--- config.mk ---
export PLATFORM = sky130hd
export DESIGN_NAME = whac_div
export DESIGN_NICKNAME = d
export VERILOG_FILES = /design/src/sv/whac_pkg.sv /design/src/sv/whac_div.sv
export SDC_FILE = /design/constraint.sdc
export NUM_CORES = 1
export LEC_CHECK = 0
export ABC_AREA = 0
export BUFFER_PORTS_ARGS = -buffer_cell sky130_fd_sc_hd__buf_2
export CAP_MARGIN = 20
export CORE_ASPECT_RATIO = 0.9
export CORE_MARGIN = 2
export CORE_UTILIZATION = 64
export CTS_BUF_LIST = sky130_fd_sc_hd__clkbuf_8
export CTS_CLUSTER_SIZE = 14
export DETAILED_ROUTE_END_ITERATION = 6
export PLACE_DENSITY = 0.94
export SYNTH_ARGS = -nofsm -noshare
export SYNTH_HDL_FRONTEND = slang
export SYNTH_SLANG_ARGS = --single-unit
export TNS_END_PERCENT = 10
--- constraint.sdc ---
create_clock -name clk -period 4.58 [get_ports clk]
set_input_delay 0.916 -clock clk [delete_from_list [all_inputs] [get_ports clk]]
set_output_delay 0.916 -clock clk [all_outputs]
set_load 0.05 [all_outputs]
--- src/sv/whac_pkg.sv ---
// Package for the weighted histogram accumulator core.
// Holds sizing constants, register and action codes, and the moment unit request type.
// No dependencies.
`default_nettype none

package whac_pkg;

    // Number of bins held in the bin store.
    localparam int NUM_BINS = 256;
    localparam int BIN_AW   = $clog2(NUM_BINS);

    // Field widths.
    localparam int VAL_W  = 16;
    localparam int WGT_W  = 16;
    localparam int BW_W   = 48;
    localparam int SUM_W  = 64;
    localparam int CFG_IW = 2;
    localparam int CFG_DW = 16;

    // Configuration register indexes.
    localparam logic [CFG_IW-1:0] CFG_BIN_ORIGIN  = 2'd0;
    localparam logic [CFG_IW-1:0] CFG_BIN_WIDTH   = 2'd1;
    localparam logic [CFG_IW-1:0] CFG_BINS_IN_USE = 2'd2;

    // Request actions.
    localparam logic ACT_ADD  = 1'b0;
    localparam logic ACT_READ = 1'b1;

    // Request into the moment unit for one accepted sample.
    typedef struct packed {
        logic             start;
        logic [VAL_W-1:0] value;
        logic [WGT_W-1:0] weight;
        logic [7:0]       bin;
    } mom_req_t;

endpackage

`default_nettype wire

--- src/sv/whac_div.sv ---
// Radix-2 restoring divider for the bin index, one quotient bit per cycle.
// Depends on whac_pkg.
`default_nettype none

module whac_div (
    input  wire logic                      clk,
    input  wire logic                      rst_n,
    input  wire logic                      start,
    input  wire logic [whac_pkg::VAL_W-1:0] dividend,
    input  wire logic [whac_pkg::VAL_W-1:0] divisor,
    output logic                           done,
    output logic [whac_pkg::VAL_W-1:0]     quotient
);

    localparam int CW = $clog2(whac_pkg::VAL_W);

    logic                       run_reg;
    logic                       done_reg;
    logic [CW-1:0]              cnt_reg;
    logic [whac_pkg::VAL_W-1:0] rem_reg;
    logic [whac_pkg::VAL_W-1:0] dq_reg;
    logic [whac_pkg::VAL_W-1:0] dvs_reg;
    logic [whac_pkg::VAL_W:0]   trial;
    logic                       fits;
    logic [whac_pkg::VAL_W-1:0] rem_next;
    logic [whac_pkg::VAL_W-1:0] dq_next;

    // The dividend shifts out of the top of dq_reg while quotient bits shift in below.
    always_comb
    begin
        trial    = {rem_reg, dq_reg[whac_pkg::VAL_W-1]};
        fits     = trial >= {1'b0, dvs_reg};
        rem_next = fits ? whac_pkg::VAL_W'(trial - {1'b0, dvs_reg})
                        : trial[whac_pkg::VAL_W-1:0];
        dq_next  = {dq_reg[whac_pkg::VAL_W-2:0], fits};
    end

    always_ff @(posedge clk or negedge rst_n)
    begin
        if (!rst_n)
        begin
            run_reg  <= 1'b0;
            done_reg <= 1'b0;
            cnt_reg  <= '0;
            rem_reg  <= '0;
            dq_reg   <= '0;
            dvs_reg  <= '0;
        end
        else
        begin
            done_reg <= 1'b0;
            if (start)
            begin
                run_reg <= 1'b1;
                cnt_reg <= '0;
                rem_reg <= '0;
                dq_reg  <= dividend;
                dvs_reg <= divisor;
            end
            else if (run_reg)
            begin
                rem_reg <= rem_next;
                dq_reg  <= dq_next;
                cnt_reg <= cnt_reg + 1'b1;
                if (cnt_reg == CW'(whac_pkg::VAL_W - 1))
                begin
                    run_reg  <= 1'b0;
                    done_reg <= 1'b1;
                end
            end
        end
    end

    assign done     = done_reg;
    assign quotient = dq_reg;

endmodule

`default_nettype wire

Word-level counts from Yosys, hierarchy flattened
Cells that the tools add are included.
Cells by class
  muxes and demuxes: 13
  order comparisons: 1
  reductions and logical operators: 1
  equality and inequality tests: 1
  add/subtract/negate cells: 2
Operator list (number)
  $mux W16: 5
  $ge A17 B16 Y1: 1
  $sub A16 B16 Y16: 1
  $mux W4: 2
  $mux W1: 6
  $add A4 B1 Y4 const B: 1
  $eq A4 B4 Y1 const B: 1
  $reduce_bool A2 Y1: 1
Storage, ports and cells
  bits of input ports: 35
  flip-flop bits (word level): 54
  output and inout bits: 17

Depth between registers and ports, before layout
  depth in word-level cells: 4
  mapped depth: 10
  mapped depth without buffers: 9

Worst setup path after synthesis
No wires, ideal clock.
  kind: reg2reg
  start point: register dq_reg, in the netlist quotient[15]
  end point: register rem_reg[12] (netlist bit)
  path slack: 2116 ps
  arrival: 2336 ps
  stages on the path, launching flop included: 10
  required time: 4452 ps
  period minus slack after synthesis: 2464 ps
  library setup time: 128 ps
  path through: dfrtp_1 -> inv_1 -> ha_1 -> fa_1 -> nand2b_1 -> a21o_1 -> o21a_1 -> a311oi_1 -> xnor2_1 -> o21ai_1
Between the ends
  longest elaborated chain between the ends: 4
  elaborated cells between the ends (all ways): 5
RTL lines
  from (decl): line whac_div.sv:21  | logic [whac_pkg::VAL_W-1:0] dq_reg;
  from (signal assigned): line whac_div.sv:57  | dq_reg <= dividend;
  from (signal assigned): line whac_div.sv:63  | dq_reg <= dq_next;
  $sub A16 B16 Y16 / $ge A17 B16 Y1 (equally long branches): line whac_div.sv:33, whac_div.sv:32
  $mux W16 (*): line whac_div.sv:33  | rem_next = fits ? whac_pkg::VAL_W'(trial - {1'b0, dvs_reg})
  $mux W16 (*): line whac_div.sv:60  | else if (run_reg)
  $mux W16 (*): line whac_div.sv:52  | if (start)
  to (signal assigned): line whac_div.sv:62  | rem_reg <= rem_next;
  to (decl): line whac_div.sv:20  | logic [whac_pkg::VAL_W-1:0] rem_reg;
Mark *: on every way between the ends. The rest lies on a longest branch, timed or not. The select of a mux whose other input is x is not followed.
A chain may end at the register's enable or synchronous reset.

Final worst setup path
  start point: register rem_reg[11] (netlist bit)
  end point: register rem_reg[3] (netlist bit)
Between the ends
  longest elaborated chain between the ends: 4
RTL lines
  $ge A17 B16 Y1: line whac_div.sv:32  | fits = trial >= {1'b0, dvs_reg};
  $mux W16: line whac_div.sv:33
  $mux W16: line whac_div.sv:60
  $mux W16: line whac_div.sv:52
Every way passes these cells. The select of a mux whose other input is x is not followed.

==> metrics <==
wire per inst=17.4 um; number of synthesized flops with an enable pin=0; CP arrival=3060 ps; post-route insts no fill=481; die footprint=5980 um2; Fin Clk Skew=6.02 ps; top-area cell type share of the netlist area=39.3%; Clock Sinks=54; critical-path cell list=ha_1 > a21oi_2 > o21ai_2 > a21o_1 > a211oi_4 > nand3_1 > a311oi_1; Worst-path clk slew=100 ps; syn_nets=429; synthesized area per cell=9.14 um2; initial antenna violation count=0; Starting Density=65.8%; peak supply drop=0.256 mV; achievable frequency=350 MHz; Overflow after GRT=0; Die Y=73.5 um; Cells after DPL=473; Area growth syn-to-layout=11.2%; CTS resizes=0; number of hold buffers added after cts=0; # nets final=466; setup TNS=0 ps; Cells after Synth=376; YS warnings=0; Die Width=81.3 um; Crit path buffers/inverters=0; RSZ-0062 raised after global routing=false; post-DP HPWL=5.59 mm; setup violators final=0; Tot GR Track Use=29.5%; CTS Buf Count=5; worst slack, placed=1860 ps; Pwr Total=1.75 mW; PwrDens=457 nW/um2; boundary pin count=52; post-synthesis cell area=3440 um2; max-cap viol count=0; Clock Tree Buf Depth=2; Startpoint Class=flop; Synth Flop Type=dfrtp_1; floorplan core area=5220 um2; worst hold path class=flop to flop; via count of the first global-routing pass=2862; most common cell in the netlist=dfrtp_1; final core utilization=73.2%; Async S/R FF share, synth=100%; post-synth cell types=62; Via Count=3001; vias per cell=6.24; Hold Fails Final Rpt=0; Crit. End Element=flop; CTS root buffer=clkbuf_8; most instantiated cells after synthesis=dfrtp_1 (54), nand2_1 (45), o21ai_0 (37), nor2_1 (25), inv_1 (20); 1st-iter DRT viols=299; period utilisation layout=62.4%; std cell rows=25; largest net degree at the start of global routing=64; #FFs+latches synth=54; worst skew pair latency=320 ps; CTS H-tree lvls=2; Worst Hold Depth=2; Antenna Nets Post-Route=0; CP max stage delay=810 ps; Residual DRC=0; ranking of synthesized cells by area=dfrtp_1 (39%), ha_1 (6.2%), o21ai_0 (5.4%); Setup Buffers After CTS=0; Reg2Reg Depth=7; instance count on the critical path=7; Top delay family on crit path=compound AO/OA/AOI/OAI gates; n_diodes=0; Setup WS post-layout=1720 ps; Worst slew margin=25.9%; Slew Limit Fails=0; Final GP Congestion=0.901; Worst Tran Pin Value=1110 ps; Critical Path RT=4780 ps; CP Max Fanout=18; fin crit period=2860 ps; IO buf count=51; Seq/Total Area, Yosys=39.3%; status=complete, no violations; P_leak=1.91 nW; drt first pass iters=5; fillers=371; layout cells sized above 1=20.0%; CTS tree=built; Detailed Route WL=8.39 mm; Setup CP Type=flop to flop; Critical-path top delay cell=a211oi_4; first-pass GRT wire length=13.7 mm; cell taking the most area after synthesis=dfrtp_1
-- per-layer routing --
| layer | vias up | share of wire [%] | global-route usage [%] |
|---|---|---|---|
| met4 | 0 | 3.1 | 12.2 |
| met5 | - | 0 | 0 |
| met1 | 1402 | 42 | 40.1 |
| met3 | 27 | 6.3 | 3.93 |
| met2 | 146 | 48 | 47.6 |
| li1 | 1426 | - | - |
-- logic make-up (layout without fill, tap and decap cells) --
logic type	after synthesis	count (layout)	synth area share [%]
AOI/OAI and AO/OA	119	119	24.3
and+or+nand+nor	113	113	16.2
DFF	54	54	39.3
buffers and inverters	43	81	5.42
adders and majority gates	18	18	6.77
muxes	17	17	4.99
xor gates and xnor gates	12	12	3.06
-- power by group --
part	internal [mW]	switching [mW]
Sequential	0.542	0.0559
Clock	0.233	0.161
Combinational	0.280	0.478
Total	1.05	0.695
-- layout make-up --
class | count | area, um2 | share of cell area [%]
tap | 67 | 83.8 | 2.19
multi-input combinational | 279 | 1900 | 49.7
clock buffer | 6 | 82.6 | 2.16
inverter | 20 | 75.1 | 1.96
clock inverter | 2 | 60.1 | 1.57
timing repair buffer | 53 | 270 | 7.07
sequential | 54 | 1350 | 35.4
-- cells in the final DEF, fill, tap and decap left out, types with 5 or more instances in the layout --
cell type,n
nand2_1,45
a21oi_1,14
inv_1,20
xnor2_1,5
a21o_1,9
a311oi_1,7
o21ai_1,13
nand3_2,5
dfrtp_1,53
clkbuf_8,6
buf_2,51
xor2_1,7
a311oi_2,5
nor2_1,25
o21ai_0,37
mux2i_1,16
nor3b_1,5
ha_1,17
nand3_1,9
-- path summary, 6_finish.rpt --
path	from	to	slack [ps]
worst max register to register	rem_reg[11]	rem_reg[3]	1720
worst max-delay path	rem_reg[11]	rem_reg[3]	1720
worst min register to register	dvs_reg[14]	dvs_reg[14]	550
min in group asynchronous	rst_n	dvs_reg[4]	710
worst min-delay path	dvs_reg[14]	dvs_reg[14]	550
max in group asynchronous	rst_n	run_reg	3380
-- tightest hold or removal path, stage by stage, from the launching register on --
cell,delay [ps]
dfrtp_1,330
inv_1,60
o21ai_0,130
-- through the flow --
step / hold slack, ps / area, um2
CTS: 539 / 3820
finish: 546 / 3820
global route: 574 / 3820
detailed placement: 516 / 3680
global placement: 509 / 3680
floorplan: 485 / 3440
Note: power is estimated with default switching activity, not from simulation.
