`src/sv/whac_pkg.sv`:
```
// Package for the weighted histogram accumulator core.
// Holds sizing constants, register and action codes, and the moment unit request type.
// No dependencies.
`default_nettype none

package whac_pkg;

    // Number of bins held in the bin store.
    localparam int NUM_BINS = 256;
    localparam int BIN_AW   = $clog2(NUM_BINS);

    // Field widths.
    localparam int VAL_W  = 16;
    localparam int WGT_W  = 16;
    localparam int BW_W   = 48;
    localparam int SUM_W  = 64;
    localparam int CFG_IW = 2;
    localparam int CFG_DW = 16;

    // Configuration register indexes.
    localparam logic [CFG_IW-1:0] CFG_BIN_ORIGIN  = 2'd0;
    localparam logic [CFG_IW-1:0] CFG_BIN_WIDTH   = 2'd1;
    localparam logic [CFG_IW-1:0] CFG_BINS_IN_USE = 2'd2;

    // Request actions.
    localparam logic ACT_ADD  = 1'b0;
    localparam logic ACT_READ = 1'b1;

    // Request into the moment unit for one accepted sample.
    typedef struct packed {
        logic             start;
        logic [VAL_W-1:0] value;
        logic [WGT_W-1:0] weight;
        logic [7:0]       bin;
    } mom_req_t;

endpackage

`default_nettype wire

```
`src/sv/whac_moments.sv`:
```
// Moment unit: two-stage multiply of weight*value*value and saturating running totals.
// Depends on whac_pkg.
`default_nettype none

module whac_moments (
    input  wire logic                      clk,
    input  wire logic                      rst_n,
    input  wire whac_pkg::mom_req_t        req,
    output logic [whac_pkg::BW_W-1:0]      total_weight,
    output logic [whac_pkg::SUM_W-1:0]     weighted_sum,
    output logic [whac_pkg::SUM_W-1:0]     weighted_square_sum,
    output logic [whac_pkg::VAL_W-1:0]     max_value,
    output logic [7:0]                     max_bin
);

    localparam int WV_W  = whac_pkg::VAL_W + whac_pkg::WGT_W;
    localparam int WVV_W = WV_W + whac_pkg::VAL_W;

    // Stage one: weight times value.
    logic                       p1_valid_reg;
    logic [whac_pkg::VAL_W-1:0] v1_reg;
    logic [whac_pkg::WGT_W-1:0] w1_reg;
    logic [7:0]                 bin1_reg;
    logic [WV_W-1:0]            wv1_reg;

    // Stage two: that product times value again.
    logic                       p2_valid_reg;
    logic [whac_pkg::VAL_W-1:0] v2_reg;
    logic [whac_pkg::WGT_W-1:0] w2_reg;
    logic [7:0]                 bin2_reg;
    logic [WV_W-1:0]            wv2_reg;
    logic [WVV_W-1:0]           wvv2_reg;

    // Accumulators.
    logic [whac_pkg::BW_W-1:0]  total_reg;
    logic [whac_pkg::SUM_W-1:0] sum_reg;
    logic [whac_pkg::SUM_W-1:0] sq_reg;
    logic [whac_pkg::VAL_W-1:0] max_value_reg;
    logic [7:0]                 max_bin_reg;

    logic [whac_pkg::BW_W:0]    total_wide;
    logic [whac_pkg::SUM_W:0]   sum_wide;
    logic [whac_pkg::SUM_W:0]   sq_wide;
    logic [whac_pkg::BW_W-1:0]  total_next;
    logic [whac_pkg::SUM_W-1:0] sum_next;
    logic [whac_pkg::SUM_W-1:0] sq_next;

    always_comb
    begin
        total_wide = {1'b0, total_reg} + (whac_pkg::BW_W + 1)'(w2_reg);
        sum_wide   = {1'b0, sum_reg} + (whac_pkg::SUM_W + 1)'(wv2_reg);
        sq_wide    = {1'b0, sq_reg} + (whac_pkg::SUM_W + 1)'(wvv2_reg);
        total_next = total_wide[whac_pkg::BW_W] ? '1 : total_wide[whac_pkg::BW_W-1:0];
        sum_next   = sum_wide[whac_pkg::SUM_W] ? '1 : sum_wide[whac_pkg::SUM_W-1:0];
        sq_next    = sq_wide[whac_pkg::SUM_W] ? '1 : sq_wide[whac_pkg::SUM_W-1:0];
    end

    always_ff @(posedge clk or negedge rst_n)
    begin
        if (!rst_n)
        begin
            p1_valid_reg  <= 1'b0;
            p2_valid_reg  <= 1'b0;
            v1_reg        <= '0;
            w1_reg        <= '0;
            bin1_reg      <= '0;
            wv1_reg       <= '0;
            v2_reg        <= '0;
            w2_reg        <= '0;
            bin2_reg      <= '0;
            wv2_reg       <= '0;
            wvv2_reg      <= '0;
            total_reg     <= '0;
            sum_reg       <= '0;
            sq_reg        <= '0;
            max_value_reg <= '0;
            max_bin_reg   <= '0;
        end
        else
        begin
            p1_valid_reg <= req.start;
            if (req.start)
            begin
                v1_reg   <= req.value;
                w1_reg   <= req.weight;
                bin1_reg <= req.bin;
                wv1_reg  <= WV_W'(req.weight) * WV_W'(req.value);
            end

            p2_valid_reg <= p1_valid_reg;
            if (p1_valid_reg)
            begin
                v2_reg   <= v1_reg;
                w2_reg   <= w1_reg;
                bin2_reg <= bin1_reg;
                wv2_reg  <= wv1_reg;
                wvv2_reg <= WVV_W'(wv1_reg) * WVV_W'(v1_reg);
            end

            if (p2_valid_reg)
            begin
                total_reg <= total_next;
                sum_reg   <= sum_next;
                sq_reg    <= sq_next;
                if (v2_reg > max_value_reg)
                begin
                    max_value_reg <= v2_reg;
                    max_bin_reg   <= bin2_reg;
                end
            end
        end
    end

    assign total_weight        = total_reg;
    assign weighted_sum        = sum_reg;
    assign weighted_square_sum = sq_reg;
    assign max_value           = max_value_reg;
    assign max_bin             = max_bin_reg;

endmodule

`default_nettype wire
```
`config.mk`:
```
export PLATFORM = sky130hd
export DESIGN_NAME = whac_moments
export DESIGN_NICKNAME = d
export VERILOG_FILES = /design/src/sv/whac_pkg.sv /design/src/sv/whac_moments.sv
export SDC_FILE = /design/constraint.sdc
export NUM_CORES = 2
export LEC_CHECK = 0
export CAP_MARGIN = 20
export CELL_PAD_IN_SITES_DETAIL_PLACEMENT = 0
export CELL_PAD_IN_SITES_GLOBAL_PLACEMENT = 1
export CORE_ASPECT_RATIO = 0.6
export CORE_UTILIZATION = 52
export DETAILED_ROUTE_END_ITERATION = 16
export DONT_BUFFER_PORTS = 1
export PLACE_DENSITY_LB_ADDON = 0.1
export SETUP_SLACK_MARGIN = 0.02
export SLEW_MARGIN = 20
export SYNTH_ARGS = -nofsm -noshare
export SYNTH_HDL_FRONTEND = slang
export SYNTH_SLANG_ARGS = --single-unit
```
`constraint.sdc`:
```
create_clock -name clk -period 7.17 [get_ports clk]
set_input_delay 1.0755 -clock clk [delete_from_list [all_inputs] [get_ports clk]]
set_output_delay 1.0755 -clock clk [all_outputs]
set_load 0.005 [all_outputs]
```
======== After elaboration in Yosys (flattened, before gate mapping) ========
Index checks and enable logic that the tools add are counted.
word-level totals
  word-level logic and storage cells ...... 26
  input bits .............................. 43
  bits in registers ....................... 394
operators by class
  mux-type cells .......................... 3
  reduce and logical (&&, ||, !) cells .... 1
  $mul .................................... 2
  $lt $le $gt $ge ......................... 1
  add/sub/neg operators ................... 3
operators with widths
  cell                            count
  two-way mux 64 bit              2
  adder 64 x 32 -> 65 bit         1
  adder 64 x 48 -> 65 bit         1
  adder 48 x 16 -> 49 bit         1
  multiplier 32 x 16 -> 48 bit    1
  two-way mux 48 bit              1
  multiplier 16 x 16 -> 32 bit    1
  greater-than comparator 16 bit  1
  AND reduction 2 bit             1

======== Logic depth before layout (Yosys ltp) ========
  depth after elaboration ................. 2
  depth in mapped cells ................... 26
  gate-level depth less buffers ........... 24

======== Least setup slack after synthesis ========
Ideal clock, no wire load.
  path kind ............................... input to register
  from .................................... in req[28] in the netlist's numbering
  to ...................................... reg wv1_reg[29]
  arrival ................................. 6.864 ns
  stages on the path ...................... 25
  setup slack ............................. 0.181 ns
  required time ........................... 7.045 ns
  path through ............................ clkbuf_1 -> clkbuf_1 -> nand2_1 -> fa_1 -> inv_1 -> fa_1 -> inv_1 -> fa_1 -> inv_1 -> fa_1 -> inv_1 -> fa_1 -> inv_1 -> fa_1 -> ha_1 -> and3_1 -> a31oi_1 -> o21ai_0 -> nor3_1 -> o21ai_0 -> a31oi_1 -> o21ai_0 -> a311oi_1 -> xnor2_1 -> mux2_2
between the ends
  longest elaborated chain between the ends .. 1
RTL lines
  what                          RTL line            RTL
  start: declaration            whac_moments.sv:8   input wire whac_pkg::mom_req_t req,
  multiplier 16 x 16 -> 32 bit  whac_moments.sv:87  wv1_reg <= WV_W'(req.weight) * WV_W'(req.value);
  end signal: assignment        whac_moments.sv:87
  end: declaration              whac_moments.sv:24  logic [WV_W-1:0] wv1_reg;
Every way passes these cells.
A chain may end at the register's enable or synchronous reset.

======== Worst setup path in the final report ========
  from .................................... reg wv1_reg[12]
  to ...................................... reg wvv2_reg[47]
between the ends
  longest elaborated chain between the ends .. 1
RTL lines
  what                          RTL line            RTL
  multiplier 32 x 16 -> 48 bit  whac_moments.sv:97  wvv2_reg <= WVV_W'(wv1_reg) * WVV_W'(v1_reg);
  end signal: assignment        whac_moments.sv:97
  end: declaration              whac_moments.sv:32  logic [WVV_W-1:0] wvv2_reg;
Every way passes these cells.

==> flow_summary.yaml <==
floorplanning:
  start_util_pct: 53.0
  core-area_um2: 86200
  rows: 83
  die_x_um: 385
  die_area_um2: 89100
  die_y_um: 232
  num_io_pins: 243
clocking:
  clock_sinks: 394
  cts_buffers: 43
  root_buffer: "clkbuf_16"
  post_cts_buffers: 0
  clk_pin_slew_worst_paths_ps: 60
  htreeDepth: 2
  clk_latency_ps: 620
  cts_tree: "yes"
  ctsLongestPathBuffers: 3
sta:
  setup_viol: 0
  grt_setup_unrepaired: "no"
  fin_crit_sh_pct: 95.2
  relSlewSlack_pct: -76.1
  worst_slew_pin_slew_ps: 2640
  finalSetupTns_ps: 0
  skew_ps: 46.7
  report.final.hold_viol_count: 0
  final_max_slew_viol_count: 350
  min_period_ps: 6830
  fmax_mhz: 146
final_layout:
  fin_area_um2: 48800
  syn2layout_area_growth_pct: 6.74
  final_layout_size_suffix_gt1_share_pct: 9.31
  multi_input_area_um2: 32100
  final-seq-area_um2: 9870
  fin_nets: 5794
  nFillCells: 7749
logic_synthesis:
  seq_area_frac_synth_pct: 21.6
  synthFlopType: "dfrtp_1"
  yosysTopAreaCellShare_pct: 27.0
  synth_top_area_cell: "fa_1"
  synth-seq-cells: 394
  synth_area_um2: 45700
  synth_common_cells: "inv_1 (743), nand2_1 (632), fa_1 (615)"
  netlist_instances: 4867
  async_flop_share_pct: 100
  synth_area_leaders: "fa_1 (27%), dfrtp_1 (22%), ha_1 (9.2%), inv_1 (6.1%), mux2_2 (5.2%)"
  yosysWarnings: 0
  synth.distinct_cells: 95
  synth_edf_count: 0
  synth.avg_cell_area_um2: 9.38
  syn_nets: 5861
  synth.most_common_cell: "inv_1"
setup_path:
  r2r-end: "wvv2_reg[47]"
  r2r_cells: 21
  crit_slowest_cell: "dfrtp_1"
  reg2reg_from: "wv1_reg[12]"
  cp_max_fo: 14
  crit_required_ps: 7630
  max_stage_delay_ps: 800
  cp-end-kind: "flip-flop"
  rrSetupSlack_ps: 340
  critPathKind: "flip-flop to flip-flop"
  crit_arrival_ps: 7290
  cp_common_cell: "fa_1"
  worstSetupStartpointType: "flip-flop"
  path_cells: "nand2_1 > fa_1 > fa_1 > fa_1 > inv_1 > fa_1 > fa_1 > inv_1 > fa_1 > inv_1 > ha_1 > a21oi_1 > and4b_1 > o21a_1 > o31ai_1 > o21bai_1 > a21oi_1 > o2111a_1 > o21ai_1 > xnor2_1 > mux2_2"
grt:
  grt_usage_pct: 29.7
  use_met2_pct: 43.5
  overflow: 0
  grt_pass1_vias: 34787
  antenna_found_initial: 2
  grt_use_met3_pct: 5.32
  grt_use_met1_pct: 46.4
  grt_pass1_wl_um: 206000
  grt_max_degree: 395
  grt.busiest_layer: "met1"
run_status:
  outcome: "finished, violations left"
  violations: "slew limit"
drt:
  post_drt_wl_per_cell_um: 21.4
  drc: 0
  routed_wl_um: 128000
  drt_iter0_markers: 2523
  drtPass1Iterations: 5
  vias_per_cell: 5.66
  num_vias: 33860
  ant_nets: 0
placement:
  gp_congestion: 0.901
  place_area_um2: 47300
  port_buffers: 0
  dp_hpwl_um: 98900
job:
  cap_viol_max_count: 0
hold_path:
  hp-class: "input port to asynchronous set/reset pin"
cells in the final DEF (no fill, tap or decap), types with 40 or more instances in the layout:
| master | synthesis | routed |
|---|---|---|
| a21oi_1 | 243 | 243 |
| dfrtp_1 | 394 | 386 |
| xor2_1 | 76 | 76 |
| clkbuf_16 | 0 | 43 |
| a21o_1 | 107 | 107 |
| inv_1 | 743 | 743 |
| nand2_1 | 632 | 632 |
| a31oi_1 | 40 | 40 |
| buf_4 | 3 | 110 |
| o21ai_0 | 100 | 100 |
| and2_1 | 315 | 315 |
| ha_1 | 336 | 336 |
| and3_1 | 48 | 48 |
| nor2_1 | 175 | 175 |
| xnor2_1 | 107 | 107 |
| fa_1 | 615 | 615 |
| nand4_1 | 42 | 42 |
| nand3_1 | 81 | 81 |
| mux2_2 | 211 | 211 |
cells by family after synthesis:
kind of cell    after synthesis  synth area share [%]
compound gates              722                  10.3
xor+xnor                    183                  3.51
fa+ha+maj                   951                  36.2
buf+inv                     980                  8.14
flops                       394                  21.6
mux                         219                  5.41
simple gates               1418                  14.9
per-stage QoR:
| stage | std cells | setup WS, ps | hold slack, ps | util [%] |
|---|---|---|---|---|
| after floorplan | 4867 | 181 | 370 | - |
| after global placement | 5902 | 26.0 | 485 | 54.9 |
| after detailed placement | 5902 | -88.4 | 491 | 54.9 |
| after CTS | 5978 | 232 | 212 | 56.6 |
| after global routing | 5978 | 38.2 | 226 | 56.6 |
| final | 5979 | 343 | 261 | 56.6 |
critical path: cells and delay by family, from the launching register on:
family | cells | cell delay (ps)
buffers and inverters | 3 | 150
flip-flops | 1 | 800
AO/OA/AOI/OAI | 7 | 1580
AND/OR/NAND/NOR | 2 | 370
multiplexers | 1 | 260
XOR/XNOR | 1 | 130
adder cells (fa/ha/maj) | 7 | 3420
layout make-up:
type	instances	share of cell area (%)
inverters	745	5.74
clock buffers	54	2.39
well taps	1147	2.94
repair buffers	123	2.23
multi-input cells	3493	65.9
diodes	1	0.00513
flip-flops and latches	394	20.3
clock inverters	22	0.570
worst max-delay path by stage:
stage	from	endpoint	slack [ps]
5_1_grt	wv1_reg[14]	wvv2_reg[45]	40
4_1_cts	v1_reg[6]	wvv2_reg[45]	230
3_3_place_gp	req[25]	wv1_reg[23]	30
3_5_place_dp	req[25]	wv1_reg[23]	-90
6_report	wv1_reg[12]	wvv2_reg[47]	340
2_1_floorplan	req[28]	wv1_reg[29]	180
metal layers:
metal	share of wire, %	vias to the layer above
met5	0.015	-
met4	1.2	2
met3	7.4	103
met2	43	1103
met1	49	17103
li1	-	15549
timing repair:
action	in CTS	in global routing
hold buffers	0	0
endpoints found under the setup margin	0	4
resized for setup	0	5
Power is not shown: default switching activity piles up to over one toggle a cycle in this logic, so the estimate is an artifact.
